[src/sv/kdb_pkg.sv]
// shared constants, command and status types, knight step tables
// used by every module of knight_distance_bfs; depends on nothing
package kdb_pkg;

	localparam int MAX_DIM_DEF = 128;
	localparam int CRD_W       = 7;
	localparam int CFG_W       = 8;
	localparam int IDX_W       = 8;
	localparam int MOV_W       = 8;
	localparam int STEP_COUNT  = 8;
	localparam logic [CFG_W-1:0] DIM_RST  = 8'd8;
	localparam logic [IDX_W-1:0] REG_ROWS = 8'd0;
	localparam logic [IDX_W-1:0] REG_COLS = 8'd1;

	typedef struct packed {
		logic load;
		logic clr;
		logic init;
		logic pop;
		logic nb;
	} kdb_cmd_t;

	typedef struct packed {
		logic bad;
		logic same;
		logic clr_last;
		logic q_empty;
		logic nb_last;
		logic found;
	} kdb_sts_t;

	function automatic logic signed [2:0] step_dr(input logic [2:0] k);
		logic signed [2:0] v;
		case (k)
			3'd0: v = 3'sd1;
			3'd1: v = 3'sd2;
			3'd2: v = 3'sd1;
			3'd3: v = 3'sd2;
			3'd4: v = -3'sd1;
			3'd5: v = -3'sd2;
			3'd6: v = -3'sd1;
			default: v = -3'sd2;
		endcase
		return v;
	endfunction

	function automatic logic signed [2:0] step_dc(input logic [2:0] k);
		logic signed [2:0] v;
		case (k)
			3'd0: v = 3'sd2;
			3'd1: v = 3'sd1;
			3'd2: v = -3'sd2;
			3'd3: v = -3'sd1;
			3'd4: v = 3'sd2;
			3'd5: v = 3'sd1;
			3'd6: v = -3'sd2;
			default: v = -3'sd1;
		endcase
		return v;
	endfunction

endpackage

[src/sv/kdb_ctrl.sv]
// controller state machine: sequences clear, search and result delivery
// depends on kdb_pkg; commands kdb_datapath
module kdb_ctrl (
	input  logic              clk,
	input  logic              arst_n,
	input  logic              in_valid,
	output logic              in_stall,
	output logic              out_valid,
	input  logic              out_stall,
	input  kdb_pkg::kdb_sts_t sts,
	output kdb_pkg::kdb_cmd_t cmd
);
	import kdb_pkg::*;

	typedef enum logic [6:0] {
		S_IDLE  = 7'b0000001,
		S_CLEAR = 7'b0000010,
		S_INIT  = 7'b0000100,
		S_POP   = 7'b0001000,
		S_QWAIT = 7'b0010000,
		S_NB    = 7'b0100000,
		S_OUT   = 7'b1000000
	} state_t;

	state_t state_q, state_d;

	assign in_stall  = state_q != S_IDLE;
	assign out_valid = state_q == S_OUT;

	always_comb begin
		state_d = state_q;
		cmd     = '0;
		unique case (state_q)
			S_IDLE: begin
				if (in_valid) begin
					cmd.load = 1'b1;
					state_d  = (sts.bad || sts.same) ? S_OUT : S_CLEAR;
				end
			end
			S_CLEAR: begin
				cmd.clr = 1'b1;
				if (sts.clr_last) state_d = S_INIT;
			end
			S_INIT: begin
				cmd.init = 1'b1;
				state_d  = S_POP;
			end
			S_POP: begin
				if (sts.found || sts.q_empty) state_d = S_OUT;
				else begin
					cmd.pop = 1'b1;
					state_d = S_QWAIT;
				end
			end
			S_QWAIT: state_d = S_NB;
			S_NB: begin
				cmd.nb = 1'b1;
				if (sts.nb_last) state_d = S_POP;
			end
			S_OUT: begin
				if (!out_stall) state_d = S_IDLE;
			end
			default: state_d = S_IDLE;
		endcase
	end

	always_ff @(posedge clk or negedge arst_n) begin
		if (!arst_n) state_q <= S_IDLE;
		else state_q <= state_d;
	end

endmodule

[config.mk]
export PLATFORM = sky130hd
export DESIGN_NAME = kdb_ctrl
export DESIGN_NICKNAME = d
export VERILOG_FILES = /design/src/sv/kdb_pkg.sv /design/src/sv/kdb_ctrl.sv
export SDC_FILE = /design/constraint.sdc
export NUM_CORES = 1
export LEC_CHECK = 0
export BUFFER_PORTS_ARGS = -buffer_cell sky130_fd_sc_hd__buf_2
export CAP_MARGIN = 5
export CORE_AREA = 10 10 47 49
export CTS_BUF_LIST = sky130_fd_sc_hd__clkbuf_16
export DETAILED_ROUTE_END_ITERATION = 6
export DIE_AREA = 0 0 57 59
export HOLD_SLACK_MARGIN = 0.05
export PLACE_DENSITY = 0.69
export SLEW_MARGIN = 20
export SYNTH_ARGS = -nofsm -noshare
export SYNTH_HDL_FRONTEND = slang
export SYNTH_SLANG_ARGS = --single-unit
[constraint.sdc]
create_clock -name clk -period 3.52 [get_ports clk]
set_input_delay 0 -clock clk [delete_from_list [all_inputs] [get_ports clk]]
set_output_delay 0 -clock clk [all_outputs]
set_load 0.05 [all_outputs]
# Word-level counts from Yosys, hierarchy flattened
# Cells that the tools add are included.
[totals]
ff_bits = 7
out_inout_bits = 7
wordCells = 30
[classes]
n_eq_ne = 12
n_mux = 14
reduce_logical = 3
[op_table]
columns = ["op", "n"]
rows = [
  ["$pmux 7 s7", 1],
  ["$mux 7", 6],
  ["$ne 2x2->1 const B", 4],
  ["$eq 7x1->1 const B", 1],
  ["$eq 7x2->1 const B", 1],
  ["$eq 7x3->1 const B", 1],
  ["$eq 7x4->1 const B", 1],
  ["$eq 7x5->1 const B", 1],
  ["$eq 7x6->1 const B", 1],
  ["$eq 7x7->1 const B", 1],
  ["$mux 1", 7],
  ["$ne 7x1->1 const B", 1],
  ["$reduce_and 4->1", 1],
  ["$logic_or 1x1->1", 2],
]

# Depth between registers and ports, before layout
[logic_depth]
depth_word = 4
ltp_mapped = 5
mapped_depth_nobuf = 4

# Least setup slack after synthesis
# Ideal clock, no wire load.
[synth_path]
path_kind = "reg-to-output"
startpoint = "register state_q[6]"
endpoint = "output cmd[4] in the netlist's numbering"
arrival_time_ps = 2213
required_time_ps = 3520
slack_ps = 1307
path_stages_with_launch = 5
path_cell_list = "dfrtp_1 -> buf_6 -> nor3_1 -> nand4_1 -> nor2_1"
[synth_lines]
columns = ["element", "line_no", "rtl"]
rows = [
  ["start: declaration", "kdb_ctrl.sv:25", "state_t state_q, state_d;"],
  ["start signal: assignment", "kdb_ctrl.sv:69", "else state_q <= state_d;"],
  ["end: declaration", "kdb_ctrl.sv:11", "output kdb_pkg::kdb_cmd_t cmd"],
]

# Worst setup path in the final report
[layout_path]
startpoint = "register state_q[5]"
endpoint = "register state_q[1]"
[layout_between]
elab_chain_len = 3
[layout_lines]
columns = ["element", "line_no", "rtl"]
rows = [
  ["$eq 7x2->1 (tied with other cells)", "kdb_ctrl.sv:33", "unique case (state_q)"],
  ["$ne 2x2->1 (no source line)", "-", ""],
  ["$reduce_and 4->1 (no source line)", "-", ""],
]
# Several ways; a longest one is shown, not always the timed one.
# A chain may end at the register's enable or synchronous reset.

==> impl_metrics.env <==
export IMPL_outcome="finished, final reports clean"
export IMPL_ctsRootBufferMaster="clkbuf_16"
export IMPL_grt_pass1_wl_um=2630
export IMPL_drv_slew=0
export IMPL_power_per_cell_area_nw_per_um2=754
export IMPL_grt_total_usage_pct=10.0
export IMPL_postSynth_topFlopCell="dfrtp_1"
export IMPL_tritoncts_num_sinks=7
export IMPL_synth_cells_most_frequent="nor3_1, dfrtp_1, nor2_1"
export IMPL_drc=0
export IMPL_grt_pass1_vias=543
export IMPL_critical_path_arrival_ns=2.27
export IMPL_vias_per_cell=5.76
export IMPL_yosys_area_share_xor_xnor_pct=3.45
export IMPL_tritoncts_num_buffers=3
export IMPL_timing_hold_violations_final=0
export IMPL_clock_latency_ns=0.23
export IMPL_routabilityCongestion=0.806
export IMPL_ir_drop_uv=459
export IMPL_hold_slack_ns=0.101
export IMPL_grt_antenna_before_repair=0
export IMPL_finalWirelength_um=1560
export IMPL_clk_transition_reported_paths_ns=0.04
export IMPL_postSynth_asyncResetShare_pct=100
export IMPL_timing_critical_path_from_type="register"
export IMPL_post_route_cells_drive_above_1_share_pct=32.5
export IMPL_synth_top_area_cell="dfrtp_1"
export IMPL_floorplan_io_pins=17
export IMPL_die_h_um=59
export IMPL_num_rows=14
export IMPL_yosysTopAreaCellShare_pct=29.6
export IMPL_power_leakage_nw=0.339
export IMPL_synth_area_top_cells="dfrtp_1, nor3_1, dfstp_2"
export IMPL_antennaDiodeCount=0
export IMPL_netlist_area_sq_um=508
export IMPL_area_growth_synth_to_final_pct=43.6
export IMPL_library_cells_used_by_synthesis=35
export IMPL_synth_seq_cells=7
export IMPL_synth_simple_gate_area_share_pct=41.4
export IMPL_first_pass_iters=4
export IMPL_detailed_place_hpwl_um=1020
export IMPL_ys_seq_area_share_pct=34.7
export IMPL_synth_mux_area_share_pct=0
export IMPL_wl_per_cell_um=16.8
export IMPL_critical_path_slowest_cell="dlygate4sd3_1"
export IMPL_initial_core_util_pct=36.2
export IMPL_cp_max_fo=10
export IMPL_floorplan_die_area_sq_um=3360
export IMPL_post_cts_buffers=0
export IMPL_core_area_sq_um=1400
export IMPL_worst_clock_skew_on_the_final_layout_ns=0.00109
export IMPL_required_ns=3.69
export IMPL_cell_with_the_most_instances_after_synthesis="nor3_1"
export IMPL_dr_first_iter_drc_count=9
export IMPL_placement_io_buffers=16
export IMPL_number_of_filler_cells_placed_in_the_layout=136
export IMPL_rsz_0062_raised_after_global_routing="no"
export IMPL_worst_setup_path_end_kind="register"
export IMPL_avgSynthCellArea_sq_um=9.41
export IMPL_worst_slew_pin_slew_ns=0.407
export IMPL_max_flop_register="state_q"
export IMPL_setup_worst_path_class="register to register"
export IMPL_slew_headroom_pct=72.9
export IMPL_largest_registers="state_q: 7 flops"
export IMPL_ctsHtreeMaxLevel=1
export IMPL_synth_compound_area_share_pct=12.8
export IMPL_maxCapViolations=0
export IMPL_grt_max_degree=11
export IMPL_fin_crit_ns=2.10
export IMPL_vias=536
export IMPL_synth_enable_flop_cells=0
export IMPL_die_w_um=57
export IMPL_cts_max_path_buffers=2
export IMPL_largest_register_ffs=7
export IMPL_yosys_area_share_adder_pct=0
export IMPL_final_setup_tns_ns=0
export IMPL_synth_nets=64
export IMPL_timing_final_setup_violations=0
export IMPL_synth_top_family_by_area="simple AND/OR/NAND/NOR gates"
export IMPL_fmax_ghz=0.476
export IMPL_final_min_period_over_clock_period_pct=59.7
export IMPL_clock_tree_from_tritoncts="yes"
export IMPL_cpPeakStageDelay_ns=0.59
export IMPL_global_route_overflow_total=0
export IMPL_antenna_violating_nets_post_route=0
export IMPL_hold_path_class="input port to register"
export IMPL_yosys_warnings=0
export IMPL_critical_path_cell_chain="nor4b_1 -> nor3_1 -> and3b_1 -> o41ai_1 -> dlygate4sd3_1"
export IMPL_nets=88
export IMPL_netlist_instances=54
[stage by stage]
stage	power (mW)	cells	util, %	cell area, sq um	worst slack, ns
4_1_cts	0.553	93	52.1	729	1.41
3_5_place_dp	0.347	82	41.4	581	1.93
5_1_grt	0.582	93	52.1	729	1.23
6_report	0.550	93	52.1	729	1.42
2_1_floorplan	0.305	54	-	508	1.31
3_3_place_gp	0.343	82	41.4	581	1.96
[cells in the final DEF, fill, tap and decap left out, types with 3 or more instances in the layout]
| master | n |
|---|---|
| buf_2 | 16 |
| dfrtp_1 | 6 |
| inv_1 | 3 |
| nor3_1 | 7 |
| dlygate4sd3_1 | 7 |
| clkbuf_16 | 3 |
| nor4b_1 | 3 |
| nor2_1 | 6 |
[report_power, final]
part	switching, mW	internal, mW
clock network	0.0446	0.148
logic	0.138	0.0862
registers	0.0329	0.100
[final timing paths]
kind                            start          to  slack, ns  cells after the start
setup / recovery           state_q[5]  state_q[1]       1.42                      5
hold / removal                 sts[1]  state_q[5]       0.10                      4
setup reg to reg           state_q[5]  state_q[1]       1.42                      5
hold reg to reg            state_q[1]  state_q[5]       0.61                      1
max in group asynchronous      arst_n  state_q[0]       3.15                      2
min in group asynchronous      arst_n  state_q[4]       0.14                      2
[area by class of cell]
type	count	area [sq um]	share of cell area, %
tap	16	20.0	2.74
sequential	7	176	24.2
inverter	3	11.3	1.54
multi-input combinational	40	293	40.1
clock inverter	1	3.75	0.515
clock buffer	3	75.1	10.3
timing repair buffer	23	150	20.6
[metal layers]
metal	wire, um	global-route usage (%)	vias up
met5	0	0	-
met4	42	7.38	0
met3	107	3.65	6
met2	787	15.5	32
met1	625	11.0	249
li1	-	-	249
[kinds of logic (layout without fill, tap and decap cells)]
logic type      Yosys count  in the layout
simple gates             30             30
compound gates            8              8
xor+xnor                  2              2
buf+inv                   7             30
flops                     7              7
[worst max-delay path, delay by kind of cell (launching register included)]
kind | cells | cell delay [ns]
DFF | 1 | 0.51
and+or+nand+nor | 3 | 0.71
AOI/OAI and AO/OA | 1 | 0.23
buffers and inverters | 1 | 0.59
[timing repair]
action | CTS | global route
resized for setup | 0 | 0
hold buffers | 7 | 0
endpoints found under the hold margin | 11 | 0
Note: power is estimated with default switching activity, not from simulation.
